**config.mk**
```make
export PLATFORM = sky130hd
export DESIGN_NAME = double_ended_queue
export DESIGN_NICKNAME = d
export VERILOG_FILES = /design/src/dq_pkg.sv /design/src/dq_mem.sv /design/src/double_ended_queue.sv
export SDC_FILE = /design/constraint.sdc
export NUM_CORES = 1
export LEC_CHECK = 0
export BUFFER_PORTS_ARGS = -buffer_cell sky130_fd_sc_hd__buf_2
export CAP_MARGIN = 20
export CORE_UTILIZATION = 39
export CTS_CLUSTER_DIAMETER = 100
export DETAILED_ROUTE_END_ITERATION = 12
export SYNTH_ARGS = -nofsm -noshare
export SYNTH_HDL_FRONTEND = slang
export SYNTH_SLANG_ARGS = --single-unit
```
**constraint.sdc**
```tcl
create_clock -name clk_i -period 3.9 [get_ports clk_i]
set_input_delay 0.585 -clock clk_i [delete_from_list [all_inputs] [get_ports clk_i]]
set_output_delay 0.585 -clock clk_i [all_outputs]
set_load 0.01 [all_outputs]
```
**src/dq_pkg.sv**
```systemverilog
// ----------------------------------------------------------------------------
// dq_pkg
// Shared constants for the double-ended queue: default depth, word width,
// operation selectors and result status codes.
// ----------------------------------------------------------------------------
package dq_pkg;

  // Default number of entries in the ring store.
  localparam int DEPTH_DEFAULT = 16;

  // Width of one stored word.
  localparam int WORD_W = 32;

  // Operation selector codes.
  localparam int FUNC_W = 3;
  localparam logic [FUNC_W-1:0] FN_PUSH_FRONT = 3'd0;
  localparam logic [FUNC_W-1:0] FN_PUSH_BACK  = 3'd1;
  localparam logic [FUNC_W-1:0] FN_POP_FRONT  = 3'd2;
  localparam logic [FUNC_W-1:0] FN_POP_BACK   = 3'd3;
  localparam logic [FUNC_W-1:0] FN_DUMP       = 3'd4;

  // Result status codes.
  localparam int STATUS_W = 2;
  localparam logic [STATUS_W-1:0] ST_OK        = 2'd0;
  localparam logic [STATUS_W-1:0] ST_UNDERFLOW = 2'd1;
  localparam logic [STATUS_W-1:0] ST_OVERFLOW  = 2'd2;
  localparam logic [STATUS_W-1:0] ST_EMPTY     = 2'd3;

endpackage

```
**src/dq_mem.sv**
```systemverilog
// ----------------------------------------------------------------------------
// dq_mem
// Entry store of the queue: one write port and one read port, with the read
// data registered, so a read returns its word in the cycle after it is issued.
// ----------------------------------------------------------------------------
module dq_mem #(
  parameter int DEPTH = dq_pkg::DEPTH_DEFAULT
) (
  input  logic                                clk_i,
  input  logic                                we_i,
  input  logic [$clog2(DEPTH)-1:0]            waddr_i,
  input  logic signed [dq_pkg::WORD_W-1:0]    wdata_i,
  input  logic                                re_i,
  input  logic [$clog2(DEPTH)-1:0]            raddr_i,
  output logic signed [dq_pkg::WORD_W-1:0]    rdata_o
);

  logic signed [dq_pkg::WORD_W-1:0] mem_q [DEPTH];
  logic signed [dq_pkg::WORD_W-1:0] rdata_q;

  always_ff @(posedge clk_i) begin
    if (we_i) begin
      mem_q[waddr_i] <= wdata_i;
    end
  end

  // The read data register holds its word until the next read is issued.
  always_ff @(posedge clk_i) begin
    if (re_i) begin
      rdata_q <= mem_q[raddr_i];
    end
  end

  assign rdata_o = rdata_q;

endmodule

```
**src/double_ended_queue.sv**
```systemverilog
// ----------------------------------------------------------------------------
// double_ended_queue
// Bounded double-ended queue of signed 32-bit words held in a ring store with
// a front index and an entry count. Supports push and pop at either end and a
// dump that streams every entry from front to rear.
// ----------------------------------------------------------------------------
//
//   Channel   Direction  Handshake                  Payload
//   input     in         in_valid_i / in_ready_o    func_i, value_in_i
//   output    out        out_valid_o / out_ready_i  value_out_o, status_o, last_o
//
// A push, an overflow, an underflow, an empty dump or an unused selector is
// settled in the cycle it is accepted: one item per cycle while results drain.
// A pop issues its read to the entry store and waits in the read state until
// the word is registered. During a dump, the next read is issued in the same
// cycle as the previous word is registered.
// Reset clears the state, the front index, the entry count, the dump progress
// and the output valid flag; the store itself is not cleared, as an entry is
// only read after it is written.
// A stall on the output holds the result register and, with it, the input.
//
module double_ended_queue #(
  parameter int DEPTH = dq_pkg::DEPTH_DEFAULT
) (
  input  logic                                clk_i,
  input  logic                                rst_ni,
  input  logic                                in_valid_i,
  output logic                                in_ready_o,
  input  logic [dq_pkg::FUNC_W-1:0]           func_i,
  input  logic signed [dq_pkg::WORD_W-1:0]    value_in_i,
  output logic                                out_valid_o,
  input  logic                                out_ready_i,
  output logic signed [dq_pkg::WORD_W-1:0]    value_out_o,
  output logic [dq_pkg::STATUS_W-1:0]         status_o,
  output logic                                last_o
);

  localparam int IDX_W = $clog2(DEPTH);
  localparam int CNT_W = $clog2(DEPTH + 1);
  localparam int SUM_W = IDX_W + 1;

  localparam logic [IDX_W-1:0] LAST_SLOT = IDX_W'(DEPTH - 1);
  localparam logic [CNT_W-1:0] FULL_CNT  = CNT_W'(DEPTH);

  // Two states: ready for a new item, or waiting on the store's read data.
  localparam logic S_IDLE = 1'b0;
  localparam logic S_READ = 1'b1;

  // Ring position of the entry that lies a given distance behind the front.
  // The sum stays below twice the depth, so one compare and subtract wraps it.
  function automatic logic [IDX_W-1:0] wrap_slot(input logic [IDX_W-1:0] base,
                                                 input logic [CNT_W-1:0] off);
    logic [SUM_W-1:0] sum;
    sum = SUM_W'(base) + SUM_W'(off);
    if (sum >= SUM_W'(DEPTH)) begin
      sum = sum - SUM_W'(DEPTH);
    end
    return sum[IDX_W-1:0];
  endfunction

  // Control state.
  logic             state_q, state_d;
  logic [IDX_W-1:0] front_q, front_d;
  logic [CNT_W-1:0] cnt_q, cnt_d;
  // Dump progress: distance of the next entry to read, and reads still to go.
  logic [CNT_W-1:0] off_q, off_d;
  logic [CNT_W-1:0] left_q, left_d;

  // Output register.
  logic                             out_valid_q;
  logic signed [dq_pkg::WORD_W-1:0] value_out_q;
  logic [dq_pkg::STATUS_W-1:0]      status_q;
  logic                             last_q;

  // Store ports.
  logic                             mem_we;
  logic [IDX_W-1:0]                 mem_waddr;
  logic                             mem_re;
  logic [IDX_W-1:0]                 mem_raddr;
  logic signed [dq_pkg::WORD_W-1:0] mem_rdata;

  // Result to be registered this cycle.
  logic                             load;
  logic signed [dq_pkg::WORD_W-1:0] load_value;
  logic [dq_pkg::STATUS_W-1:0]      load_status;
  logic                             load_last;

  logic out_free;
  logic in_acc;
  logic is_full;
  logic is_empty;

  assign out_free   = !out_valid_q || out_ready_i;
  assign in_ready_o = (state_q == S_IDLE) && out_free;
  assign in_acc     = in_valid_i && in_ready_o;
  assign is_full    = (cnt_q == FULL_CNT);
  assign is_empty   = (cnt_q == '0);

  dq_mem #(
    .DEPTH (DEPTH)
  ) u_mem (
    .clk_i   (clk_i),
    .we_i    (mem_we),
    .waddr_i (mem_waddr),
    .wdata_i (value_in_i),
    .re_i    (mem_re),
    .raddr_i (mem_raddr),
    .rdata_o (mem_rdata)
  );

  // Writes and reads never fall in the same cycle, and an item is only taken
  // once the previous one has finished with the store, so every read sees all
  // earlier writes without any forwarding path.
  always_comb begin
    state_d     = state_q;
    front_d     = front_q;
    cnt_d       = cnt_q;
    off_d       = off_q;
    left_d      = left_q;
    mem_we      = 1'b0;
    mem_waddr   = front_q;
    mem_re      = 1'b0;
    mem_raddr   = front_q;
    load        = 1'b0;
    load_value  = '0;
    load_status = dq_pkg::ST_OK;
    load_last   = 1'b1;

    unique case (state_q)
      S_IDLE: begin
        if (in_acc) begin
          unique case (func_i)
            dq_pkg::FN_PUSH_FRONT: begin
              load = 1'b1;
              if (is_full) begin
                load_status = dq_pkg::ST_OVERFLOW;
              end else begin
                front_d   = (front_q == '0) ? LAST_SLOT : front_q - 1'b1;
                mem_we    = 1'b1;
                mem_waddr = front_d;
                cnt_d     = cnt_q + 1'b1;
              end
            end
            dq_pkg::FN_PUSH_BACK: begin
              load = 1'b1;
              if (is_full) begin
                load_status = dq_pkg::ST_OVERFLOW;
              end else begin
                mem_we    = 1'b1;
                mem_waddr = wrap_slot(front_q, cnt_q);
                cnt_d     = cnt_q + 1'b1;
              end
            end
            dq_pkg::FN_POP_FRONT: begin
              if (is_empty) begin
                load        = 1'b1;
                load_status = dq_pkg::ST_UNDERFLOW;
              end else begin
                mem_re    = 1'b1;
                mem_raddr = front_q;
                front_d   = (front_q == LAST_SLOT) ? '0 : front_q + 1'b1;
                cnt_d     = cnt_q - 1'b1;
                left_d    = '0;
                state_d   = S_READ;
              end
            end
            dq_pkg::FN_POP_BACK: begin
              if (is_empty) begin
                load        = 1'b1;
                load_status = dq_pkg::ST_UNDERFLOW;
              end else begin
                mem_re    = 1'b1;
                mem_raddr = wrap_slot(front_q, cnt_q - 1'b1);
                cnt_d     = cnt_q - 1'b1;
                left_d    = '0;
                state_d   = S_READ;
              end
            end
            dq_pkg::FN_DUMP: begin
              if (is_empty) begin
                load        = 1'b1;
                load_status = dq_pkg::ST_EMPTY;
              end else begin
                mem_re    = 1'b1;
                mem_raddr = front_q;
                off_d     = CNT_W'(1);
                left_d    = cnt_q - 1'b1;
                state_d   = S_READ;
              end
            end
            default: begin
              // Unused selectors are taken and dropped without a result.
            end
          endcase
        end
      end
      S_READ: begin
        if (out_free) begin
          load       = 1'b1;
          load_value = mem_rdata;
          load_last  = (left_q == '0);
          if (left_q != '0) begin
            mem_re    = 1'b1;
            mem_raddr = wrap_slot(front_q, off_q);
            off_d     = off_q + 1'b1;
            left_d    = left_q - 1'b1;
          end else begin
            state_d = S_IDLE;
          end
        end
      end
      default: begin
        state_d = S_IDLE;
      end
    endcase
  end

  always_ff @(posedge clk_i or negedge rst_ni) begin
    if (!rst_ni) begin
      state_q     <= S_IDLE;
      front_q     <= '0;
      cnt_q       <= '0;
      off_q       <= '0;
      left_q      <= '0;
      out_valid_q <= 1'b0;
    end else begin
      state_q <= state_d;
      front_q <= front_d;
      cnt_q   <= cnt_d;
      off_q   <= off_d;
      left_q  <= left_d;
      if (load) begin
        out_valid_q <= 1'b1;
      end else if (out_ready_i) begin
        out_valid_q <= 1'b0;
      end
    end
  end

  always_ff @(posedge clk_i) begin
    if (load) begin
      value_out_q <= load_value;
      status_q    <= load_status;
      last_q      <= load_last;
    end
  end

  assign out_valid_o = out_valid_q;
  assign value_out_o = value_out_q;
  assign status_o    = status_q;
  assign last_o      = last_q;

`ifndef NO_ASSERTIONS
  // The entry count never passes the capacity of the store.
  a_cnt_bound: assert property (@(posedge clk_i) disable iff (!rst_ni)
    cnt_q <= FULL_CNT)
    else $error("entry count exceeds depth");

  // The front index stays within the ring, also for depths off a power of two.
  a_front_bound: assert property (@(posedge clk_i) disable iff (!rst_ni)
    SUM_W'(front_q) < SUM_W'(DEPTH))
    else $error("front index outside the ring");

  // A pop on a non-empty queue waits on the store and blocks the input.
  a_pop_waits: assert property (@(posedge clk_i) disable iff (!rst_ni)
    in_acc && !is_empty &&
    (func_i == dq_pkg::FN_POP_FRONT || func_i == dq_pkg::FN_POP_BACK)
    |=> state_q == S_READ && !in_ready_o)
    else $error("pop did not wait for read data");

  // A push at the back on a queue with room grows the count by one.
  a_push_grows: assert property (@(posedge clk_i) disable iff (!rst_ni)
    in_acc && !is_full && func_i == dq_pkg::FN_PUSH_BACK
    |=> cnt_q == CNT_W'($past(cnt_q) + 1'b1))
    else $error("push did not grow the count");
`endif

endmodule

```
**Word-level counts from Yosys, hierarchy flattened**

Memories as Yosys holds them, arrays and structs flattened. A register that Yosys moved wholly into a read port is not among the register bits.
Cells that the tools add are included.

- Add/subtract/negate cells: 12
- $lt $le $gt $ge: 3
- Equal/unequal tests: 17
- Multiplexer cells: 58
- Bitwise gates (word level): 2
- Reductions and logical operators: 21

Operator list:

| kind | count |
|---|---|
| 4-bit 2-to-1 mux | 15 |
| 5-bit 2-to-1 mux | 11 |
| 5-bit one-hot mux with 2 select lines | 4 |
| 4-bit one-hot mux with 2 select lines | 3 |
| 1-bit 2-to-1 mux | 18 |
| 4-bit by 1-bit subtractor with 4-bit output (second input constant) | 4 |
| 4-bit by 5-bit adder with 5-bit output | 3 |
| 5-bit >= comparator (second input constant) | 3 |
| 5-bit by 1-bit adder with 5-bit output (second input constant) | 2 |
| 5-bit zero test | 2 |
| 2-bit inequality test (second input constant) | 5 |
| 5-bit AND reduction | 2 |
| 5-bit by 1-bit subtractor with 5-bit output (second input constant) | 2 |
| 1-bit one-hot mux with 2 select lines | 4 |
| 3-bit by 2-bit equality test with 1-bit output (second input constant) | 2 |
| 2-bit by 1-bit inequality test with 1-bit output (second input constant) | 3 |
| 3-bit inequality test (second input constant) | 2 |
| 2-bit one-hot mux with 3 select lines | 1 |
| 6-bit AND reduction | 1 |
| 2-bit nonzero test | 3 |
| 2-bit OR reduction | 3 |
| 5-bit equality test (second input constant) | 1 |
| 5-bit nonzero test | 1 |
| 4-bit by 1-bit adder with 4-bit output (second input constant) | 1 |
| other kinds (14) | 17 |

- Register bits after elaboration: 56
- RAM bits: 512
- Bits of input ports: 39
- Output and inout bits: 37
- Logic and storage cells: 123
- Memories kept: 1

Memories:

| name | depth | bits a word | read ports | clocked after Yosys merged registers in | write ports | RTL line | RTL |
|---|---|---|---|---|---|---|---|
| u_mem.mem_q | 16 | 32 | 1 | 1 | 1 | dq_mem.sv:18 | `logic signed [dq_pkg::WORD_W-1:0] mem_q [DEPTH];` |

**Longest topological paths before layout**

- Word-level depth: 8
- Depth in mapped cells: 13
- Depth with buffers taken out: 11

**Hierarchy**

Synthesis repeated with hierarchy kept, for this count alone.

- Cell total of the unflattened synthesis: 1164
- Area total of the unflattened synthesis: 23488.8 um^2

Modules (own cells, without submodules):

| module | times used | cells each | area an instance (um^2) | sequential area each (um^2) |
|---|---|---|---|---|
| dq_mem | 1 | 838 | 20155.6 | 16335.7 |
| double_ended_queue | 1 | 326 | 3333.2 | 1551.5 |

**Worst setup path after synthesis**

Ideal clock, no wire load.

- Kind: in2reg
- Start: in func_i[2] (netlist name)
- End: mem u_mem.mem_q[1][0] (netlist name) (enable)
- Library setup time: 425 ps
- Arrival time: 3547 ps
- Data required time: 3475 ps
- Slack: -72 ps
- Cell stages on the path: 8
- Buffers on the path: 1
- Path through: buf_2 > nor2b_1 > nand3_2 > nor3_1 > a21oi_1 > o221a_2 > nor3_1 > nor2b_1

- Word-level cells in the longest chain between the ends: 7
- Elaborated cells between the ends (all ways): 11
- Those cells by class: 1 x eq/ne; 8 x mux; 2 x reduce/logical

Ends and longest elaborated chain:

| element | RTL line | RTL |
|---|---|---|
| from (decl) | double_ended_queue.sv:29 | `input logic [dq_pkg::FUNC_W-1:0] func_i,` |
| 3-bit by 1-bit equality test with 1-bit output / 3-bit zero test (equally long branches) | double_ended_queue.sv:132 | `unique case (func_i)` |
| 2-bit OR reduction (no line) | -- |  |
| 1-bit 2-to-1 mux | -- |  |
| 1-bit 2-to-1 mux | double_ended_queue.sv:131 | `if (in_acc) begin` |
| 1-bit 2-to-1 mux | double_ended_queue.sv:129 | `unique case (state_q)` |
| 1-bit 2-to-1 mux | dq_mem.sv:22 | `if (we_i) begin` |
| 1-bit 2-to-1 mux (implied by the code) | dq_mem.sv:23 | `mem_q[waddr_i] <= wdata_i;` |
| to (decl) | dq_mem.sv:18 |  |

Parallel ways exist; a longest one is shown, timed or not.

**Worst setup path in the final report**

- Start: reg cnt_q[0]
- End: reg u_mem.rdata_q, in the netlist u_mem.rdata_o[9] (read register of u_mem.mem_q), data pin

- Word-level cells in the longest chain between the ends: 8
- Elaborated cells between the ends (all ways): 14
- Those cells by class: 3 x add/sub; 1 x order compare; 9 x mux; 1 x reduce/logical

Ends and longest elaborated chain:

| element | RTL line | RTL |
|---|---|---|
| from (decl) | double_ended_queue.sv:64 | `logic [CNT_W-1:0] cnt_q, cnt_d;` |
| from (signal assigned) | double_ended_queue.sv:229 | `cnt_q <= cnt_d;` |
| 5-bit by 1-bit subtractor with 5-bit output | double_ended_queue.sv:173 | `mem_raddr = wrap_slot(front_q, cnt_q - 1'b1);` |
| 4-bit by 5-bit adder with 5-bit output | double_ended_queue.sv:54 | `sum = SUM_W'(base) + SUM_W'(off);` |
| 4-bit by 1-bit subtractor with 4-bit output / 5-bit >= comparator (equally long branches) | double_ended_queue.sv:56, double_ended_queue.sv:55 |  |
| 4-bit 2-to-1 mux | double_ended_queue.sv:55 | `if (sum >= SUM_W'(DEPTH)) begin` |
| 4-bit 2-to-1 mux | double_ended_queue.sv:168 | `if (is_empty) begin` |
| 4-bit 2-to-1 mux | -- |  |
| 4-bit 2-to-1 mux | double_ended_queue.sv:131 |  |
| 4-bit one-hot mux with 2 select lines | double_ended_queue.sv:129 |  |
| to (decl) | dq_mem.sv:19 | `logic signed [dq_pkg::WORD_W-1:0] rdata_q;` |

Parallel ways exist; a longest one is shown, timed or not.
A chain may end at the register's enable or synchronous reset.

==> results.md <==
* Outcome: finished with violations
* Failing checks: design-rule violations
* Cell leakage power at 9.88 nW
* Post-synthesis adder-cell area fraction at 1.10%
* Max-cap violations at 0
* Required time worst endpoint at 4.27 ns
* Worst setup EP type: register
* Post-Synth XOR/XNOR Area at 0.529%
* Register area share after synthesis at 72.1%
* Synth async-reset ratio at 3.34%
* Worst stage delay on the critical path at 0.49 ns
* Post-synth EDFFs at 579
* Simple-gate share of the synthesized area at 5.16%
* Synth Instances at 1,541
* Detailed-route via count at 14,400
* Critical path startpoint category: register
* Synth Cell Area at 0.0248 sq mm
* Num Clock Sinks at 599
* Most used cell, CP: buf_4
* Fmax at 278 MHz
* Footprint of the multi-input gates at 0.00637 sq mm
* Main flop type after synthesis: edfxtp_1
* Reg area at 0.0179 sq mm
* Total routed wirelength at 64,900 microns
* Detail Route Antenna Nets at 0
* Syn nets at 1,600
* Pin count of the biggest net entering global routing at 61
* CTS max path bufs at 3
* Slew Viols, Final at 0
* Worst slew margin at 52.2%
* Most frequent cells in the layout: edfxtp_1 (579), mux2i_1 (131), nand2_1 (89), buf_2 (75), buf_4 (63)
* Postcts setup bufs at 0
* Min-delay worst type: in2reg
* DIE WIDTH at 254 microns
* TritonCTS Buffers at 61
* VDD IR max at 0.000800 V
* Hpwl dp at 35,900 microns
* GR Util All Layers at 20.2%
* Time the worst path needs with I/O delays and setup at 3.60 ns
* Critical path class: reg2reg
* Port Buffers at 75
* GRT overflow at 0
* Worst path cell trace: inv_1 > ha_1 > fa_1 > or3_1 > nand3_4 > buf_4 > buf_4 > mux2i_1 > a2111oi_0 > a211o_1
* Syn Area/Cell at 16.1 sq um
* RSZ-0062 raised after global routing: false
* Core area at 0.0630 sq mm
* Die Y-Extent at 254 microns
* Compound-Gate Fraction of Synth Area at 11.2%
* Pwr Total at 0.0245 W
* I/O Pins at 76
* Share of layout cells above drive strength 1 at 17.8%
* Crit path max fanout at 26
* Routed wire per std cell at 25.6 microns
* Via/cell ratio at 5.67
* Layout Nets at 1,707
* YS warnings at 0
* Seq cells post-synth at 599
* Initial Util at 39.4%
* Unique masters post-synth at 68
* CP arrival at 3.97 ns
* Vias in the first global route at 14,100
* Clock slew at reported path FFs at 0.07 ns
* Filler cells at 5,429
* Final setup viols at 0
* Root buffer cell: clkbuf_16
* Antenna violations before repair at 5
* CTS tree: yes
* Mux cell area share after synthesis at 6.86%
* Commonest non-fill, non-tap cell in the layout: edfxtp_1
* Final Cycle Share at 92.3%
* Area grow syn2layout at 15.3%
* Die area at 0.0647 sq mm
* PwrDens at 856 mW/mm^2
* Skew-Pair Late Insertion Delay at 0.63 ns
* Final hold viol count at 0
* Crit-path slowest cell: fa_1
* First-pass detailed-route iteration total at 9
* Detailed router's first-iteration violation count at 1,327
* H-tree depth at 2
* DRC at 2
* Clock Skew at 0.0297 ns
* RD Place Congestion at 0.816
* Largest family of logic cells by synthesized area: compound AO/OA/AOI/OAI gates
* Setup TNS at 0 ns
* Pin slew with the least headroom to its limit at 0.710 ns
* # rows at 92
* Global-route wire length before repair at 95,500 microns
[per-layer routing]
| layer | global-route usage (%) | share of wire [%] | vias up |
|---|---|---|---|
| li1 | - | - | 6460 |
| met1 | 27.7 | 43 | 7402 |
| met2 | 33.3 | 48 | 441 |
| met3 | 3.26 | 5.9 | 97 |
| met4 | 5.58 | 2.1 | 4 |
| met5 | 0 | 0.037 | - |
[sequential cells by signal, indices dropped and copies added (netlist names)]
| signal | count |
|---|---|
| state_q | 1 |
| u_mem.rdata_o | 32 |
| cnt_q | 5 |
| off_q | 4 |
| front_q | 4 |
| value_out_o | 32 |
| left_q | 5 |
| u_mem.mem_q | 512 |
| last_o | 1 |
| status_o | 2 |
| out_valid_o | 1 |
[what timing repair did]
| item | 4_1_cts | 5_1_grt |
|---|---|---|
| hold buffers | 1 | 0 |
| endpoints found under the hold margin | 20 | 0 |
| gates resized for setup | 0 | 0 |
[path summary, 6_finish.rpt]
kind / from / endpoint / slack (ns) / depth (start not counted)
worst min register to register: u_mem.rdata_o[7]$_DFFE_PP_ / value_out_o[7]$_SDFFCE_PN0P_ / 0.55 / 1
max in group asynchronous: rst_ni / state_q$_DFF_PN0_ / 3.05 / 2
worst max-delay path: cnt_q[0]$_DFFE_PN0P_ / u_mem.rdata_o[9]$_DFFE_PP_ / 0.30 / 10
min in group asynchronous: rst_ni / out_valid_o$_DFFE_PN0P_ / 0.46 / 2
worst min-delay path: in_valid_i / out_valid_o$_DFFE_PN0P_ / 0.23 / 3
worst max register to register: cnt_q[0]$_DFFE_PN0P_ / u_mem.rdata_o[9]$_DFFE_PP_ / 0.30 / 10
[kinds of logic (layout without fill, tap and decap cells)]
group                      Yosys count  in the layout
other                                0              1
AOI/OAI and AO/OA                  334            334
xor gates and xnor gates            15             15
muxes                              166            166
adders and majority gates           20             20
and+or+nand+nor                    245            245
buffers and inverters              162            315
DFF                                599            599
[per-stage QoR]
step,hold slack (ns),area [sq um],utilization (%),std cells,setup WS (ns)
final,0.233,28600,45.4,2541,0.300
after global routing,0.237,28600,45.4,2540,0.108
after CTS,0.206,28600,45.4,2540,0.292
after detailed placement,0.535,26700,42.5,2430,0.340
after global placement,0.508,26700,42.5,2430,0.372
after floorplan,0.289,24800,-,1541,0.0117
[critical path: cells and delay by family, from the launching register on]
kind | cells | cell delay (ns)
AOI/OAI and AO/OA | 2 | 0.41
adders and majority gates | 2 | 0.86
buffers and inverters | 3 | 0.80
DFF | 1 | 0.45
muxes | 1 | 0.24
and+or+nand+nor | 2 | 0.58
[final cells by class]
class	count	area share, %
sequential	599	62.5
multi-input combinational	780	22.3
clock buffer	82	5.61
timing repair buffer	159	4.40
tap	846	3.70
clock inverter	27	0.879
inverter	47	0.617
antenna	1	0.00875
[synth_stat cells, types with 4 or more instances]
library cell,n,area share [%]
inv_1,46,0.70
a2111oi_0,32,1.1
buf_2,31,0.63
o22ai_1,4,0.10
mux2_1,8,0.36
mux2i_1,132,5.3
xor2_1,7,0.25
and3_1,36,0.91
o2111a_1,32,1.5
xnor2_1,8,0.28
nand4_1,35,0.88
ha_1,17,0.86
nand2b_1,4,0.10
nand2_1,90,1.4
a21oi_1,17,0.34
nor2b_1,8,0.20
a211oi_1,33,1.0
nor3_1,10,0.20
a211o_1,34,1.2
nand3_1,11,0.22
a221oi_1,32,1.1
mux2_2,26,1.2
clkbuf_1,61,0.92
dfrtp_1,20,2.0
buf_1,4,0.060
buf_6,12,0.54
buf_4,7,0.21
o211ai_1,32,0.97
o21ai_0,23,0.46
edfxtp_1,579,70
a21o_1,5,0.15
o31a_1,32,1.1
a32oi_1,32,1.1
and2_1,8,0.20
nor2_1,27,0.41
[report_power, final]
| part | internal (W) | switching, W | total [W] |
|---|---|---|---|
| registers | 0.00790 | 0.000279 | 0.00818 |
| logic | 0.00410 | 0.00666 | 0.0108 |
| clock network | 0.00319 | 0.00236 | 0.00555 |
Power figures use the tool's default switching activity.
